<file path="src/rtl/epwr_pkg.sv">
package epwr_pkg;

	// Operation codes on the request channel
	localparam logic OP_EVENT = 1'b0;
	localparam logic OP_READ  = 1'b1;

	// Captured timer count and distance widths
	localparam int COUNT_BITS = 16;
	localparam int DIST_BITS  = 16;

	// Distance = ticks * 340 / 20000 = ticks * 17 / 1000, saturated at all ones.
	// ticks * 17 / 1000 >= 65536 exactly when ticks >= SAT_TICKS.
	localparam int          TICK_CALC_BITS = 32;
	localparam logic [31:0] SAT_TICKS      = 32'd3855059;

	// Below SAT_TICKS the tick count fits in 22 bits. For such values
	// (ticks * RECIP_MULT) >> RECIP_SHIFT equals ticks * 17 / 1000 exactly,
	// since RECIP_MULT * 1000 - 17 * 2^32 = 968 and 2^22 * 968 < 2^32.
	localparam int          MUL_TICK_BITS = 22;
	localparam int          RECIP_BITS    = 27;
	localparam int          RECIP_SHIFT   = 32;
	localparam logic [26:0] RECIP_MULT    = 27'd73014445;
	localparam int          PROD_BITS     = MUL_TICK_BITS + RECIP_BITS;

	typedef logic [COUNT_BITS-1:0] count_t;
	typedef logic [DIST_BITS-1:0]  dist_t;
	typedef logic [PROD_BITS-1:0]  prod_t;

	// Flags that travel with each result
	typedef struct packed {
		logic done;
		logic high;
		logic clear;
		logic falling;
	} flags_t;

endpackage

</file>
<file path="src/rtl/echo_pulse_width_ranger.sv">
// Channel  | Handshake            | Payload
// ---------+----------------------+------------------------------------------------
// in       | in_valid / in_stall  | operation, overflow_event, edge_event,
//          |                      | captured_count
// out      | out_valid / out_stall| distance_cm, measurement_done, pulse_high,
//          |                      | clear_counter, falling_edge_select
//
// One request per cycle while the output is not stalled. A request passes the input register,
// then flag update and distance multiply into the second stage, then the result register.
// The pulse flags and counts update as a request leaves the input register, so
// back-to-back requests see each other's effect. The distance is one 22x27 multiply.
// arst_n clears all flags, counts and the held distance. A stalled output
// holds its result and backs up the pipeline one stage at a time.
module echo_pulse_width_ranger
	import epwr_pkg::*;
#(
	parameter int OVERFLOW_BITS = 6
) (
	input  logic                  clk,
	input  logic                  arst_n,

	input  logic                  in_valid,
	output logic                  in_stall,
	input  logic                  operation,
	input  logic                  overflow_event,
	input  logic                  edge_event,
	input  logic [COUNT_BITS-1:0] captured_count,

	output logic                  out_valid,
	input  logic                  out_stall,
	output logic [DIST_BITS-1:0]  distance_cm,
	output logic                  measurement_done,
	output logic                  pulse_high,
	output logic                  clear_counter,
	output logic                  falling_edge_select
);

	localparam int TICK_BITS = OVERFLOW_BITS + COUNT_BITS;

	// Pipeline control
	logic out_ready;
	logic s2_ready;
	logic s1_ready;
	logic adv_s1;
	logic adv_s2;

	// Input stage
	logic   valid_s1;
	logic   op_s1;
	logic   ovf_ev_s1;
	logic   edge_ev_s1;
	count_t cap_s1;

	// Pulse state
	logic                     done_q;
	logic                     high_q;
	logic                     falling_q;
	logic [OVERFLOW_BITS-1:0] ovf_cnt_q;
	count_t                   held_q;
	dist_t                    last_dist_q;

	// Next state
	logic                     done_d;
	logic                     high_d;
	logic                     falling_d;
	logic                     clear_d;
	logic                     conv_d;
	logic [OVERFLOW_BITS-1:0] ovf_cnt_d;
	count_t                   held_d;

	// Conversion
	logic [TICK_BITS-1:0]      ticks;
	logic [TICK_CALC_BITS-1:0] ticks_ext;
	logic                      sat_d;
	prod_t                     prod_d;

	// Second stage
	logic   valid_s2;
	logic   conv_s2;
	logic   sat_s2;
	prod_t  prod_s2;
	flags_t flags_s2;
	dist_t  dist_new;

	// Result register
	logic   out_valid_q;
	dist_t  dist_q;
	flags_t flags_q;

	assign out_ready = !out_valid_q || !out_stall;
	assign s2_ready  = !valid_s2 || out_ready;
	assign s1_ready  = !valid_s1 || s2_ready;
	assign adv_s1    = valid_s1 && s2_ready;
	assign adv_s2    = valid_s2 && out_ready;
	assign in_stall  = !s1_ready;

	// Capture the request
	always_ff @(posedge clk or negedge arst_n) begin
		if (!arst_n) begin
			valid_s1 <= 1'b0;
		end else if (s1_ready) begin
			valid_s1 <= in_valid;
		end
	end

	always_ff @(posedge clk) begin
		if (s1_ready && in_valid) begin
			op_s1      <= operation;
			ovf_ev_s1  <= overflow_event;
			edge_ev_s1 <= edge_event;
			cap_s1     <= captured_count;
		end
	end

	// Apply the request to the pulse state: overflow first, edge second
	always_comb begin
		done_d    = done_q;
		high_d    = high_q;
		falling_d = falling_q;
		ovf_cnt_d = ovf_cnt_q;
		held_d    = held_q;
		clear_d   = 1'b0;
		conv_d    = 1'b0;
		unique case (op_s1)
			OP_READ: begin
				if (done_q) begin
					conv_d    = 1'b1;
					done_d    = 1'b0;
					high_d    = 1'b0;
					ovf_cnt_d = '0;
				end
			end
			OP_EVENT: begin
				if (!done_q) begin
					if (ovf_ev_s1 && high_q) begin
						if (ovf_cnt_q == '1) begin
							done_d = 1'b1;
							held_d = '1;
						end else begin
							ovf_cnt_d = ovf_cnt_q + 1'b1;
						end
					end
					if (edge_ev_s1) begin
						if (high_q) begin
							done_d    = 1'b1;
							held_d    = cap_s1;
							falling_d = 1'b0;
						end else begin
							ovf_cnt_d = '0;
							held_d    = '0;
							high_d    = 1'b1;
							falling_d = 1'b1;
							clear_d   = 1'b1;
						end
					end
				end
			end
			default: begin
			end
		endcase
	end

	// Scale the held pulse by the reciprocal of the speed divisor
	always_comb begin
		ticks     = {ovf_cnt_q, held_q};
		ticks_ext = TICK_CALC_BITS'(ticks);
		sat_d     = ticks_ext >= SAT_TICKS;
		prod_d    = PROD_BITS'(ticks_ext[MUL_TICK_BITS-1:0]) * PROD_BITS'(RECIP_MULT);
	end

	// Advance the pulse state
	always_ff @(posedge clk or negedge arst_n) begin
		if (!arst_n) begin
			done_q    <= 1'b0;
			high_q    <= 1'b0;
			falling_q <= 1'b0;
			ovf_cnt_q <= '0;
			held_q    <= '0;
		end else if (adv_s1) begin
			done_q    <= done_d;
			high_q    <= high_d;
			falling_q <= falling_d;
			ovf_cnt_q <= ovf_cnt_d;
			held_q    <= held_d;
		end
	end

	// Second stage: flags and product
	always_ff @(posedge clk or negedge arst_n) begin
		if (!arst_n) begin
			valid_s2 <= 1'b0;
			conv_s2  <= 1'b0;
			flags_s2 <= '0;
		end else if (s2_ready) begin
			valid_s2 <= adv_s1;
			if (adv_s1) begin
				conv_s2  <= conv_d;
				flags_s2 <= '{done: done_d, high: high_d, clear: clear_d,
					falling: falling_d};
			end
		end
	end

	always_ff @(posedge clk) begin
		if (adv_s1 && conv_d) begin
			sat_s2  <= sat_d;
			prod_s2 <= prod_d;
		end
	end

	assign dist_new = sat_s2 ? '1 : prod_s2[RECIP_SHIFT +: DIST_BITS];

	// Result register and held distance
	always_ff @(posedge clk or negedge arst_n) begin
		if (!arst_n) begin
			out_valid_q <= 1'b0;
			last_dist_q <= '0;
			dist_q      <= '0;
			flags_q     <= '0;
		end else if (out_ready) begin
			out_valid_q <= valid_s2;
			if (adv_s2) begin
				flags_q <= flags_s2;
				if (conv_s2) begin
					last_dist_q <= dist_new;
					dist_q      <= dist_new;
				end else begin
					dist_q <= last_dist_q;
				end
			end
		end
	end

	assign out_valid           = out_valid_q;
	assign distance_cm         = dist_q;
	assign measurement_done    = flags_q.done;
	assign pulse_high          = flags_q.high;
	assign clear_counter       = flags_q.clear;
	assign falling_edge_select = flags_q.falling;

endmodule
</file>
<file path="config.mk">
export PLATFORM = sky130hd
export DESIGN_NAME = echo_pulse_width_ranger
export DESIGN_NICKNAME = d
export VERILOG_FILES = /design/src/rtl/epwr_pkg.sv /design/src/rtl/echo_pulse_width_ranger.sv
export SDC_FILE = /design/constraint.sdc
export NUM_CORES = 1
export LEC_CHECK = 0
export BUFFER_PORTS_ARGS = -buffer_cell sky130_fd_sc_hd__buf_2
export CAP_MARGIN = 40
export CORE_MARGIN = 2
export CORE_UTILIZATION = 55
export DETAILED_ROUTE_END_ITERATION = 10
export PLACE_DENSITY = 0.72
export SYNTH_ARGS = -nofsm -noshare
export SYNTH_HDL_FRONTEND = slang
export SYNTH_SLANG_ARGS = --single-unit
</file>
<file path="constraint.sdc">
create_clock -name clk -period 7.2 [get_ports clk]
set_input_delay 0 -clock clk [delete_from_list [all_inputs] [get_ports clk]]
set_output_delay 0 -clock clk [all_outputs]
set_load 0.02 [all_outputs]
</file>
==> results of run 1 <==
[registers in the layout, indices dropped and copies added, names as in the netlist, 6 cells and up, named ones only]
register / flops
held_q: 16
cap_s1: 16
prod_s2: 16
distance_cm: 16
ovf_cnt_q: 6
[path summary, 6_finish.rpt]
path | startpoint | end | slack [ns] | depth (start not counted)
worst max-delay path | ovf_cnt_q[4] | prod_s2[45] | 0.44 | 19
worst min-delay path | arst_n | falling_edge_select | 0.29 | 3
worst max register to register | ovf_cnt_q[4] | prod_s2[45] | 0.44 | 19
worst min register to register | measurement_done | measurement_done | 0.48 | 2
max in group asynchronous | arst_n | distance_cm[9] | 6.45 | 3
min in group clk | operation | op_s1 | 0.35 | 2
[critical path, cell delays in order, from the launching register on]
cell and delay [ns]:
dfrtp_1 0.67, ha_1 0.37, xor2_1 0.31, ha_1 0.31
fa_1 0.51, fa_1 0.56, fa_1 0.53, fa_1 0.55
inv_1 0.06, fa_1 0.54, inv_1 0.04, ha_1 0.36
a21o_1 0.22, nor2_1 0.15, o2bb2ai_1 0.13, a31oi_1 0.07
a2111oi_0 0.67, a211oi_1 0.12, o221ai_1 0.23, xnor2_1 0.09
[final cells by class]
class / instances / area [um^2] / share of cell area (%)
repair buffers: 80 / 571 / 4.17
inverters: 274 / 1030 / 7.53
well taps: 285 / 357 / 2.61
clock inverters: 7 / 76.3 / 0.558
clock buffers: 9 / 225 / 1.65
diodes: 1 / 2.50 / 0.0183
flip-flops and latches: 86 / 2330 / 17.1
multi-input cells: 842 / 9070 / 66.4
[kinds of logic (layout without fill, tap and decap cells)]
logic type	count (synthesis)	after routing	synth area share, %
adders and majority gates	432	432	53.7
xor gates and xnor gates	35	35	2.44
buffers and inverters	298	370	9.31
DFF	86	86	18.5
and+or+nand+nor	212	212	7.84
AOI/OAI and AO/OA	160	160	7.95
muxes	3	3	0.269
other	0	1	0
[repair_timing]
item / in CTS / in global routing
hold endpoints to repair: 72 / 0
endpoints found under the setup margin: 0 / 0
hold buffers: 23 / 0
[routing by layer]
metal / GRT usage [%] / wire [um] / up-vias
met5: 0 / 13 / -
li1: - / - / 4094
met3: 4.09 / 1570 / 50
met2: 42.4 / 13800 / 231
met4: 7.34 / 773 / 2
met1: 39.6 / 13700 / 4272
[cells in the mapped netlist (all sizes together), types with 3 or more instances]
library cell / instances
a21o: 22
nor2: 68
nand4: 21
a21oi: 77
inv: 274
xnor2: 20
nand3: 18
nand2: 67
nor4: 3
and2: 5
nand2b: 9
mux2: 3
ha: 253
nor3: 7
dfrtp: 50
a211oi: 10
buf: 7
xor2: 15
a31oi: 8
clkbuf: 16
edfxtp: 36
o21ai: 24
and3: 5
fa: 179
[per-stage QoR]
step / setup slack [ns] / instance area [um^2] / hold WS [ns] / std cells / utilization, %
2_1_floorplan: 1.14 / 12600 / -0.296 / 1226 / -
3_3_place_gp: 0.521 / 13100 / 0.159 / 1541 / 58.0
3_5_place_dp: 0.439 / 13100 / 0.164 / 1544 / 58.2
4_1_cts: 0.415 / 13700 / 0.317 / 1583 / 60.5
5_1_grt: 0.0466 / 13700 / 0.354 / 1583 / 60.5
6_report: 0.438 / 13700 / 0.290 / 1584 / 60.5
==> results.py, run 1 <==
metrics = {
    "timing": {
        "period_share_pct": 93.9,
        "clock_skew_ns": 0.0126,
        "fmax_ghz": 0.148,
        "fin_tns_setup_ns": 0,
        "finalHoldViolations": 0,
        "period_minus_slack_ns": 6.76,
        "max_slew_margin_pct": 41.5,
        "setup_viol": 0,
        "worstMarginPinSlew_ns": 0.877,
        "slew_viol_final": 0,
        "grt_setup_unrepaired": "false",
    },
    "placed_design": {
        "hpwl_um": 25600,
        "port_buffers": 44,
        "finalWeightedCongestion": 0.991,
    },
    "critical_path": {
        "arrival_ns": 6.87,
        "cp-end-kind": "flop",
        "path_class": "reg2reg",
        "critPathLaunchType": "flop",
        "required_ns": 7.31,
        "path_max_fanout": 12,
    },
    "logic_synthesis": {
        "synth-seq-cells": 86,
        "yosysWarnings": 0,
        "synthFlopType": "dfrtp_1",
        "synth_area_per_cell_um2": 10.3,
        "yosysSeqAreaShare_pct": 18.5,
        "netlist_area_um2": 12600,
        "synth_area_leaders": "fa_1 (28%), ha_1 (25%), dfrtp_1 (9.9%)",
        "yosysUniqueCellTypes": 61,
        "synth.largest_area_cell": "fa_1",
        "synth_edf_count": 36,
        "syn_nets": 1681,
        "synthCells": 1226,
        "synthArstFlopShare_pct": 58.1,
        "yosys.area.top_type_share_pct": 28.5,
    },
    "clock_network": {
        "cts_tree": "built",
        "numCtsBuffers": 9,
        "cts.repair.resized": 0,
        "cts-root-buf": "clkbuf_16",
        "post_cts_buffers": 0,
        "htree_levels": 3,
        "clk_latency_ns": 0.36,
        "cts_num_sinks": 86,
        "clk_pin_slew_ns": 0.07,
        "cts_max_path_buffers": 2,
    },
    "floorplan": {
        "die_w_um": 155,
        "core_area_um2": 22600,
        "die_area_um2": 24100,
        "rows": 55,
        "io_pins": 45,
        "die_y_um": 155,
        "start_util_pct": 55.7,
    },
    "detailed_routing": {
        "routed_via_density": 5.46,
        "final_antenna_net_count": 0,
        "firstDrtPassIters": 5,
        "dr.first_iter.drc_count": 632,
        "drc_errors": 0,
        "wl_per_cell_um": 18.9,
        "wl_um": 29900,
        "via_count": 8649,
    },
    "cells_and_area": {
        "final_common_cell": "inv_1",
        "layout-drive-gt1-share_pct": 7.09,
        "fillers": 1897,
        "mostFrequentLayoutCells": "inv_1 (274), ha_1 (253), fa_1 (179), a21oi_1 (76), nor2_1 (68)",
        "area_growth_pct": 8.65,
        "final_nets": 1748,
    },
    "flow_run": {
        "maxCapViolCount": 0,
    },
    "global_route": {
        "grt_pass1_wl_um": 49600,
        "antenna_found_initial": 2,
        "grt_max_degree": 51,
        "overflow": 0,
        "grt.total_usage_pct": 27.1,
        "grt_pass1_vias": 9284,
    },
    "worst_hold_path": {
        "hp-class": "in2async",
    },
    "run_status": {
        "status": "completed",
    },
}
Power of run 1 is not shown: default switching activity piles up to over one toggle a cycle in this logic, so the estimate is an artifact.
==> run 2: changes to the inputs <==
==> constraint.sdc (replaced) <==
create_clock -name clk -period 7.2 [get_ports clk]
set_input_delay 1.44 -clock clk [delete_from_list [all_inputs] [get_ports clk]]
set_output_delay 1.44 -clock clk [all_outputs]
set_load 0.02 [all_outputs]
==> results.py, run 2 (synthesized netlist as in run 1, its figures left out) <==
metrics = {
    "timing": {
        "clock_skew_ns": 0.0115,
        "fin_tns_setup_ns": 0,
        "max_slew_margin_pct": 42.0,
        "fin_hold_ws_ns": 0.481,
        "period_minus_slack_ns": 6.75,
        "worstMarginPinSlew_ns": 0.869,
        "slew_viol_final": 0,
        "grt_setup_unrepaired": "false",
        "finalHoldViolations": 0,
        "fmax_ghz": 0.148,
        "period_share_pct": 93.8,
        "setup_viol": 0,
    },
    "clock_network": {
        "cts_num_sinks": 86,
        "cts_tree": "built",
        "numCtsBuffers": 9,
        "htree_levels": 3,
        "cts-root-buf": "clkbuf_16",
        "cts.repair.resized": 0,
        "cts_hold_buffers": 0,
        "clk_pin_slew_ns": 0.08,
        "clk_latency_ns": 0.36,
        "cts_max_path_buffers": 2,
        "post_cts_buffers": 0,
    },
    "global_route": {
        "grt.total_usage_pct": 26.8,
        "grt_pass1_vias": 9155,
        "grt_pass1_wl_um": 49100,
        "overflow": 0,
        "antenna_found_initial": 2,
        "grt_max_degree": 51,
    },
    "cells_and_area": {
        "fillers": 1927,
        "layout-drive-gt1-share_pct": 7.22,
        "design_area_um2": 13400,
        "mostFrequentLayoutCells": "inv_1 (274), ha_1 (253), fa_1 (179), a21oi_1 (76), nor2_1 (68)",
        "final_common_cell": "inv_1",
        "final_nets": 1725,
        "area_growth_pct": 6.82,
    },
    "critical_path": {
        "required_ns": 7.29,
        "critPathLaunchType": "flop",
        "cp-end-kind": "flop",
        "path_class": "reg2reg",
        "path_max_fanout": 7,
        "arrival_ns": 6.84,
    },
    "detailed_routing": {
        "via_count": 8560,
        "firstDrtPassIters": 5,
        "wl_per_cell_um": 19.0,
        "drc_errors": 0,
        "dr.first_iter.drc_count": 606,
        "wl_um": 29700,
        "final_antenna_net_count": 0,
        "routed_via_density": 5.48,
    },
    "floorplan": {
        "die_w_um": 155,
        "io_pins": 45,
        "die_y_um": 155,
        "die_area_um2": 24100,
        "start_util_pct": 55.7,
        "rows": 55,
        "core_area_um2": 22600,
    },
    "flow_run": {
        "maxCapViolCount": 0,
    },
    "placed_design": {
        "finalWeightedCongestion": 0.991,
        "port_buffers": 44,
        "dpl-instance-area_um2": 13100,
        "hpwl_um": 25600,
    },
    "run_status": {
        "status": "completed",
    },
    "worst_hold_path": {
        "hp-class": "reg2reg",
    },
}
-- run 2: area by class of cell --
type / count / area [um^2] / share of cell area, %
Inverter: 274 / 1030 / 7.65
Clock buffer: 9 / 225 / 1.68
Tap cell: 285 / 357 / 2.65
Clock inverter: 7 / 76.3 / 0.568
Timing Repair Buffer: 57 / 340 / 2.53
Antenna cell: 1 / 2.50 / 0.0186
Sequential cell: 86 / 2330 / 17.4
Multi-Input combinational cell: 842 / 9070 / 67.5
-- run 2: worst paths after layout --
kind | to | slack, ns | cells after the start | startpoint
max | prod_s2[47] | 0.45 | 23 | held_q[10]
min | conv_s2 | 0.48 | 1 | conv_s2
max reg2reg | prod_s2[47] | 0.45 | 23 | held_q[10]
min reg2reg | conv_s2 | 0.48 | 1 | conv_s2
max in group asynchronous | held_q[6] | 5.54 | 2 | arst_n
min in group asynchronous | asynchronous set/reset pin | 1.19 | 2 | arst_n
-- run 2: layer usage --
layer  track usage (%)  share of wire, %  vias up  wire [um]
met2              41.6                46      227      13500
met3              4.18               5.7       48       1680
li1                  -                 -     4050          -
met5                 0             0.044        -         13
met4              7.34               2.6        2        758
met1              39.4                46     4233      13700
-- run 2: metrics by stage --
stage	std cells	utilization [%]	setup slack, ns
2_1_floorplan	1226	-	1.14
6_report	1561	59.5	0.448
4_1_cts	1560	59.5	0.415
3_3_place_gp	1541	58.0	0.521
3_5_place_dp	1544	58.2	0.439
5_1_grt	1560	59.5	0.0459
-- run 2: worst max-delay path, stage by stage, from the launching register on --
cell,delay (ns)
dfrtp_1,0.57
inv_1,0.21
ha_1,0.36
inv_1,0.06
fa_1,0.50
inv_1,0.05
ha_1,0.24
fa_1,0.54
inv_1,0.05
fa_1,0.47
inv_1,0.07
fa_1,0.55
inv_1,0.06
fa_1,0.59
inv_1,0.06
ha_1,0.36
inv_1,0.08
o21bai_1,0.07
a211oi_1,0.49
o2111ai_1,0.26
a31oi_2,0.30
o21ai_2,0.14
a31oi_1,0.24
xnor2_1,0.14
Power of run 2 is left out for the same reason.
